[src/msv_pkg.sv]
// Shared types and constants for the motion sample stream validator.
package msv_pkg;

  localparam int JOINT_FIELDS = 6;
  localparam int JOINT_W      = 16;
  localparam int COUNT_W      = 16;
  localparam int TIME_W       = 32;
  localparam int CFG_IDX_W    = 3;
  localparam int CFG_DATA_W   = 32;
  localparam int TOL_W        = 27;

  // floor(x / 100) == (x * PCT_RECIP) >> PCT_SHIFT for any 32-bit x
  localparam logic [31:0] PCT_RECIP = 32'd1374389535;
  localparam int          PCT_SHIFT = 37;
  localparam logic [TOL_W-1:0] MIN_TOL = TOL_W'(1000);

  localparam logic [COUNT_W-1:0] COUNT_MAX = '1;

  typedef enum logic [1:0] {
    CMD_BEGIN  = 2'd0,
    CMD_SAMPLE = 2'd1,
    CMD_END    = 2'd2
  } cmd_t;

  typedef enum logic [2:0] {
    ST_OK    = 3'd0,
    ST_RANGE = 3'd1,
    ST_STEP  = 3'd2,
    ST_DUR   = 3'd3,
    ST_COUNT = 3'd4
  } status_t;

  typedef enum logic [CFG_IDX_W-1:0] {
    REG_DECL_COUNT = 3'd0,
    REG_DECL_DUR   = 3'd1,
    REG_JOINT_MIN  = 3'd2,
    REG_JOINT_MAX  = 3'd3,
    REG_TOTAL_LIM  = 3'd4
  } cfg_reg_t;

  typedef logic [JOINT_FIELDS-1:0][JOINT_W-1:0] joint_arr_t;

  typedef struct packed {
    logic [COUNT_W-1:0] decl_count;
    logic [TIME_W-1:0]  decl_dur;
    logic [JOINT_W-1:0] joint_min;
    logic [JOINT_W-1:0] joint_max;
    logic [TIME_W-1:0]  total_lim;
    logic [TOL_W-1:0]   tol;
  } cfg_t;

  typedef struct packed {
    logic [COUNT_W-1:0] sample_count;
    logic [TIME_W-1:0]  time_sum;
    logic               seen_first;
  } seq_state_t;

endpackage

[src/msv_cfg.sv]
// Configuration registers and the precomputed duration tolerance.
module msv_cfg
  import msv_pkg::*;
(
  input  logic                  clk,
  input  logic                  rst_n,
  input  logic                  cfg_we,
  input  logic [CFG_IDX_W-1:0]  cfg_idx,
  input  logic [CFG_DATA_W-1:0] cfg_wdata,
  output cfg_t                  cfg
);

  cfg_t                 cfg_r;
  logic [63:0]          pct_prod;
  logic [TOL_W-1:0]     pct;
  logic [TOL_W-1:0]     tol_nxt;

  // duration / 100 by reciprocal, then clamp up to the minimum tolerance
  assign pct_prod = 64'(cfg_wdata) * 64'(PCT_RECIP);
  assign pct      = pct_prod[PCT_SHIFT +: TOL_W];
  assign tol_nxt  = (pct > MIN_TOL) ? pct : MIN_TOL;

  always_ff @(posedge clk) begin
    if (!rst_n) begin
      cfg_r.decl_count <= '0;
      cfg_r.decl_dur   <= '0;
      cfg_r.joint_min  <= JOINT_W'(500);
      cfg_r.joint_max  <= JOINT_W'(2500);
      cfg_r.total_lim  <= '1;
      cfg_r.tol        <= MIN_TOL;
    end else if (cfg_we) begin
      unique case (cfg_idx)
        REG_DECL_COUNT: cfg_r.decl_count <= cfg_wdata[COUNT_W-1:0];
        REG_DECL_DUR: begin
          cfg_r.decl_dur <= cfg_wdata[TIME_W-1:0];
          cfg_r.tol      <= tol_nxt;
        end
        REG_JOINT_MIN: cfg_r.joint_min <= cfg_wdata[JOINT_W-1:0];
        REG_JOINT_MAX: cfg_r.joint_max <= cfg_wdata[JOINT_W-1:0];
        REG_TOTAL_LIM: cfg_r.total_lim <= cfg_wdata[TIME_W-1:0];
        default: ;
      endcase
    end
  end

  assign cfg = cfg_r;

endmodule

[src/msv_eval.sv]
// Single-pass evaluation of one command word against sequence state.
module msv_eval
  import msv_pkg::*;
#(
  parameter int JOINTS = 6
) (
  input  logic [1:0]        cmd,
  input  joint_arr_t        joints,
  input  logic [TIME_W-1:0] step,
  input  cfg_t              cfg,
  input  seq_state_t        st,
  output seq_state_t        st_nxt,
  output status_t           status
);

  localparam int NCHK = (JOINTS < JOINT_FIELDS) ? JOINTS : JOINT_FIELDS;

  logic              range_bad;
  logic              step_bad;
  logic              limit_bad;
  logic              over_bad;
  logic              end_dur_bad;
  logic [TIME_W:0]   sum_wide;
  logic [TIME_W:0]   over_diff;
  logic [TIME_W:0]   end_over;
  logic [TIME_W:0]   end_under;

  always_comb begin
    range_bad = 1'b0;
    for (int i = 0; i < NCHK; i++) begin
      if (joints[i] < cfg.joint_min || joints[i] > cfg.joint_max) begin
        range_bad = 1'b1;
      end
    end
  end

  assign step_bad  = st.seen_first ? (step == '0) : (step != '0);
  // past the limit only when the step is nonzero, even if the sum already is
  assign sum_wide  = {1'b0, st.time_sum} + {1'b0, step};
  assign limit_bad = (sum_wide > {1'b0, cfg.total_lim}) && (step != '0);
  assign over_diff = sum_wide - {1'b0, cfg.decl_dur};
  assign over_bad  = !over_diff[TIME_W] &&
                     (over_diff[TIME_W-1:0] > TIME_W'(cfg.tol));

  assign end_over    = {1'b0, st.time_sum} - {1'b0, cfg.decl_dur};
  assign end_under   = {1'b0, cfg.decl_dur} - {1'b0, st.time_sum};
  assign end_dur_bad = end_over[TIME_W] ?
                       (end_under[TIME_W-1:0] > TIME_W'(cfg.tol)) :
                       (end_over[TIME_W-1:0] > TIME_W'(cfg.tol));

  always_comb begin
    st_nxt = st;
    status = ST_OK;
    unique case (cmd)
      CMD_BEGIN: begin
        st_nxt = '0;
      end
      CMD_SAMPLE: begin
        if (range_bad) begin
          status = ST_RANGE;
        end else if (step_bad) begin
          status = ST_STEP;
        end else begin
          st_nxt.seen_first = 1'b1;
          if (limit_bad) begin
            status = ST_DUR;
          end else begin
            st_nxt.time_sum = sum_wide[TIME_W-1:0];
            if (over_bad) begin
              status = ST_DUR;
            end else if (st.sample_count != COUNT_MAX) begin
              st_nxt.sample_count = st.sample_count + COUNT_W'(1);
            end
          end
        end
      end
      CMD_END: begin
        if (st.sample_count != cfg.decl_count) begin
          status = ST_COUNT;
        end else if (end_dur_bad) begin
          status = ST_DUR;
        end
      end
      default: ;
    endcase
  end

endmodule

[src/motion_sample_stream_validator_unit.sv]
// Path: each accepted word is held in the input register and then captured in the result
//   register; one input register then one result register, with the evaluation logic
//   between them.
// Throughput: 1 word per cycle while the result side is not stalled; the sequence state updates
//   as each word moves to the result register, so the next word sees it at once.
// Reset (rst_n low, synchronous): both stages empty, sequence state cleared,
//   configuration registers return to their defaults.
module motion_sample_stream_validator_unit
  import msv_pkg::*;
#(
  parameter int JOINTS = 6
) (
  input  logic                  clk,
  input  logic                  rst_n,
  input  logic                  in_valid,
  output logic                  in_ready,
  input  logic [1:0]            in_command,
  input  logic [JOINT_W-1:0]    in_joint_0,
  input  logic [JOINT_W-1:0]    in_joint_1,
  input  logic [JOINT_W-1:0]    in_joint_2,
  input  logic [JOINT_W-1:0]    in_joint_3,
  input  logic [JOINT_W-1:0]    in_joint_4,
  input  logic [JOINT_W-1:0]    in_joint_5,
  input  logic [TIME_W-1:0]     in_step_time,
  output logic                  out_valid,
  input  logic                  out_ready,
  output logic [2:0]            out_status,
  input  logic                  cfg_we,
  input  logic [CFG_IDX_W-1:0]  cfg_idx,
  input  logic [CFG_DATA_W-1:0] cfg_wdata
);

  cfg_t        cfg;
  logic        in_valid_r;
  logic [1:0]  cmd_r;
  joint_arr_t  joints_r;
  logic [TIME_W-1:0] step_r;
  logic        out_valid_r;
  status_t     status_r;
  status_t     status_nxt;
  seq_state_t  st_r;
  seq_state_t  st_nxt;
  logic        advance;

  msv_cfg u_cfg (
    .clk       (clk),
    .rst_n     (rst_n),
    .cfg_we    (cfg_we),
    .cfg_idx   (cfg_idx),
    .cfg_wdata (cfg_wdata),
    .cfg       (cfg)
  );

  msv_eval #(.JOINTS(JOINTS)) u_eval (
    .cmd    (cmd_r),
    .joints (joints_r),
    .step   (step_r),
    .cfg    (cfg),
    .st     (st_r),
    .st_nxt (st_nxt),
    .status (status_nxt)
  );

  // move the held word to the result register when that slot frees up
  assign advance  = in_valid_r && (!out_valid_r || out_ready);
  assign in_ready = !in_valid_r || advance;

  always_ff @(posedge clk) begin
    if (!rst_n) begin
      in_valid_r <= 1'b0;
    end else if (in_ready) begin
      in_valid_r <= in_valid;
    end
  end

  always_ff @(posedge clk) begin
    if (in_valid && in_ready) begin
      cmd_r       <= in_command;
      joints_r[0] <= in_joint_0;
      joints_r[1] <= in_joint_1;
      joints_r[2] <= in_joint_2;
      joints_r[3] <= in_joint_3;
      joints_r[4] <= in_joint_4;
      joints_r[5] <= in_joint_5;
      step_r      <= in_step_time;
    end
  end

  always_ff @(posedge clk) begin
    if (!rst_n) begin
      out_valid_r <= 1'b0;
      st_r        <= '0;
    end else begin
      if (advance) begin
        out_valid_r <= 1'b1;
        st_r        <= st_nxt;
      end else if (out_ready) begin
        out_valid_r <= 1'b0;
      end
    end
  end

  always_ff @(posedge clk) begin
    if (advance) begin
      status_r <= status_nxt;
    end
  end

  assign out_valid  = out_valid_r;
  assign out_status = status_r;

endmodule

[config.mk]
export PLATFORM = sky130hd
export DESIGN_NAME = motion_sample_stream_validator_unit
export DESIGN_NICKNAME = d
export VERILOG_FILES = /design/src/msv_pkg.sv /design/src/msv_cfg.sv /design/src/msv_eval.sv /design/src/motion_sample_stream_validator_unit.sv
export SDC_FILE = /design/constraint.sdc
export NUM_CORES = 2
export LEC_CHECK = 0
export BUFFER_PORTS_ARGS = -buffer_cell sky130_fd_sc_hd__buf_4
export CORE_MARGIN = 1
export CORE_UTILIZATION = 55
export CTS_CLUSTER_DIAMETER = 50
export DETAILED_ROUTE_END_ITERATION = 12
export GPL_ROUTABILITY_DRIVEN = 0
export PLACE_DENSITY = 0.75
export SYNTH_ARGS = -nofsm -noshare
export SYNTH_HDL_FRONTEND = slang
export SYNTH_SLANG_ARGS = --single-unit
[constraint.sdc]
create_clock -name clk -period 10.8 [get_ports clk]
set_clock_uncertainty 0.1 [all_clocks]
set_input_delay 1.62 -clock clk [delete_from_list [all_inputs] [get_ports clk]]
set_output_delay 1.62 -clock clk [all_outputs]
set_load 0.05 [all_outputs]
==> flow_metrics.tcl <==
set metrics [dict create \
    crit_buf_inv 7 \
    syn_nets 5800 \
    cts_hold_buf 0 \
    synth_top_area_cell "ha_1" \
    tns_ps 0 \
    routed_wl_um 114000 \
    cts_max_path_buffers 3 \
    worst_setup_path_end_kind "flop" \
    tightest_slew_ps 1250 \
    numCtsBuffers 36 \
    cp-start-kind "primary input" \
    dp_hpwl_um 94500 \
    htreeDepth 2 \
    io_pins 175 \
    fin_ws_ps 762 \
    cp_common_cell "fa_1" \
    rsz0062_at_grt "no" \
    fin_util 0.602 \
    dr.pass1.iters 6 \
    grt_antenna_before_repair 2 \
    dieArea_sq_um 76200 \
    avgSynthCellArea_sq_um 9.35 \
    dp_slack_ps 319 \
    hold_viol 0 \
    drive_above_1_share 0.0586 \
    period_needed_ps 10040 \
    first_global_vias 32636 \
    initial_core_util 0.556 \
    clock.fmax_ghz 0.0996 \
    cts_setup_buffers 0 \
    slew_viol_final 0 \
    yosys.cell_types.count 86 \
    synth_area_sq_um 41300 \
    core-area_sq_um 74300 \
    yosysWarnings 0 \
    clkTransAtPathRegs_ps 60 \
    setup_viol 0 \
    path_delay_family "adder cells" \
    final_common_cell "inv_1" \
    drc 0 \
    avgRoutedWirePerCell_um 20.6 \
    grt_usage 0.304 \
    cp.arrival_ps 10350 \
    yosys-top-cells-area "ha_1, fa_1, edfxtp_1" \
    fp.dieW_um 276 \
    dr.first_iter.drc_count 2548 \
    ys_ff_latch 322 \
    nFillCells 6362 \
    vias_per_cell 5.86 \
    synth.top_cell.area_share 0.248 \
    instances_no_fill 5547 \
    seq_area_frac_synth 0.188 \
    status "complete, no violations" \
    rows 100 \
    hold_class "reg2reg" \
    synth-edff-count 133 \
    cts_resized 0 \
    cp_max_fo 13 \
    placed_cells 5481 \
    relSlewSlack 0.160 \
    clockRootBuffer "clkbuf_16" \
    required_ps 11120 \
    numClockSinks 322 \
    grt_max_degree 108 \
    crit_path_max_incr_delay_ps 600 \
    synthArstFlopShare 0 \
    grt_pass1_wl_um 178000 \
    multi_input_area_sq_um 30100 \
    synth_cells 4418 \
    nets 5932 \
    clkLatencyLatePin_ps 560 \
    register_area_sq_um 7780 \
    ant_nets 0 \
    final_cell_mix "inv_1, ha_1, fa_1, nand2_1, a21oi_1" \
    vias 32487 \
    fin_crit_sh 0.929 \
    cp_slowest_cell "fa_1" \
    cts_tree "done" \
    critPathKind "in2reg" \
    port_buffers 174 \
    syn_to_final_growth_pct 8.44 \
    fp.dieH_um 276 \
    drv_cap 0 \
    grt_remaining_overflow 0 \
    synthFlopType "dfxtp_1" \
]
[cell usage after synthesis (8+ instances only)]
cell and number:
a21o_1 199, buf_1 12, and3_1 31, o21a_1 32
clkbuf_1 76, nor4_1 18, fa_1 393, nand4_1 87
a221oi_1 8, and2_1 11, a211oi_1 18, dfxtp_1 189
a21oi_1 247, a21boi_0 86, nand3_1 57, and4_1 9
inv_1 832, edfxtp_1 133, o2111ai_1 8, o21ai_1 24
nor3_1 41, o21ai_0 118, nor2b_1 60, xor2_1 49
or2_2 10, o211ai_1 59, a31oi_1 18, nor2_1 103
or3_1 29, nand2_1 332, o31ai_1 14, a22oi_1 28
ha_1 819, nand2b_1 27, xnor2_1 94, o21bai_1 18
[per-layer routing]
metal | up-vias | global-route usage | wire, um
li1 | 15411 | - | -
met3 | 303 | 0.0550 | 8730
met5 | - | 0 | 13
met2 | 1180 | 0.507 | 53500
met1 | 15591 | 0.389 | 46700
met4 | 2 | 0.121 | 5290
[sequential cells by signal (all words and copies together) (netlist names)]
| signal | flops |
|---|---|
| st_r | 49 |
| in_valid_r | 1 |
| step_r | 32 |
| cmd_r | 2 |
| joints_r | 96 |
| out_valid | 1 |
| out_status | 3 |
| u_cfg.cfg | 138 |
[final timing paths]
path	start	endpoint	slack, ps	cells after the start
max	cfg_wdata[2]	u_cfg.cfg[0]	760	29
min	u_cfg.cfg[22]	u_cfg.cfg[22]	370	2
max reg2reg	step_r[0]	st_r[47]	1800	31
min reg2reg	u_cfg.cfg[22]	u_cfg.cfg[22]	370	2
[area by class of cell]
type / count / share of cell area
tap: 969 / 0.0271
timing repair buffer: 184 / 0.0309
sequential: 322 / 0.174
inverter: 833 / 0.0698
multi-input combinational: 3173 / 0.671
clock buffer: 46 / 0.0219
antenna: 1 / 0.0000559
clock inverter: 19 / 0.00539
[through the flow]
stage               instance area, sq um  hold slack (ps)
floorplan                          41300              343
global placement                   43500              356
detailed placement                 43500              360
CTS                                44800              368
global route                       44800              389
finish                             44800              366
[worst register-to-register path, delay by kind of cell (launching register included)]
kind,cells,cell delay [ps]
buf+inv,1,70
simple gates,9,1790
flops,1,440
xor+xnor,2,470
compound gates,15,4870
fa+ha+maj,4,1090
[cells by family after synthesis]
| group | count (synthesis) | synth area share |
|---|---|---|
| fa+ha+maj | 1212 | 0.439 |
| compound gates | 962 | 0.155 |
| buf+inv | 923 | 0.0841 |
| simple gates | 849 | 0.101 |
| flops | 322 | 0.188 |
| xor+xnor | 143 | 0.0303 |
| mux | 7 | 0.00173 |
Power is left out: the tool's default activity adds up to more than one toggle a clock period on the data nets, which glitch-free logic cannot reach.
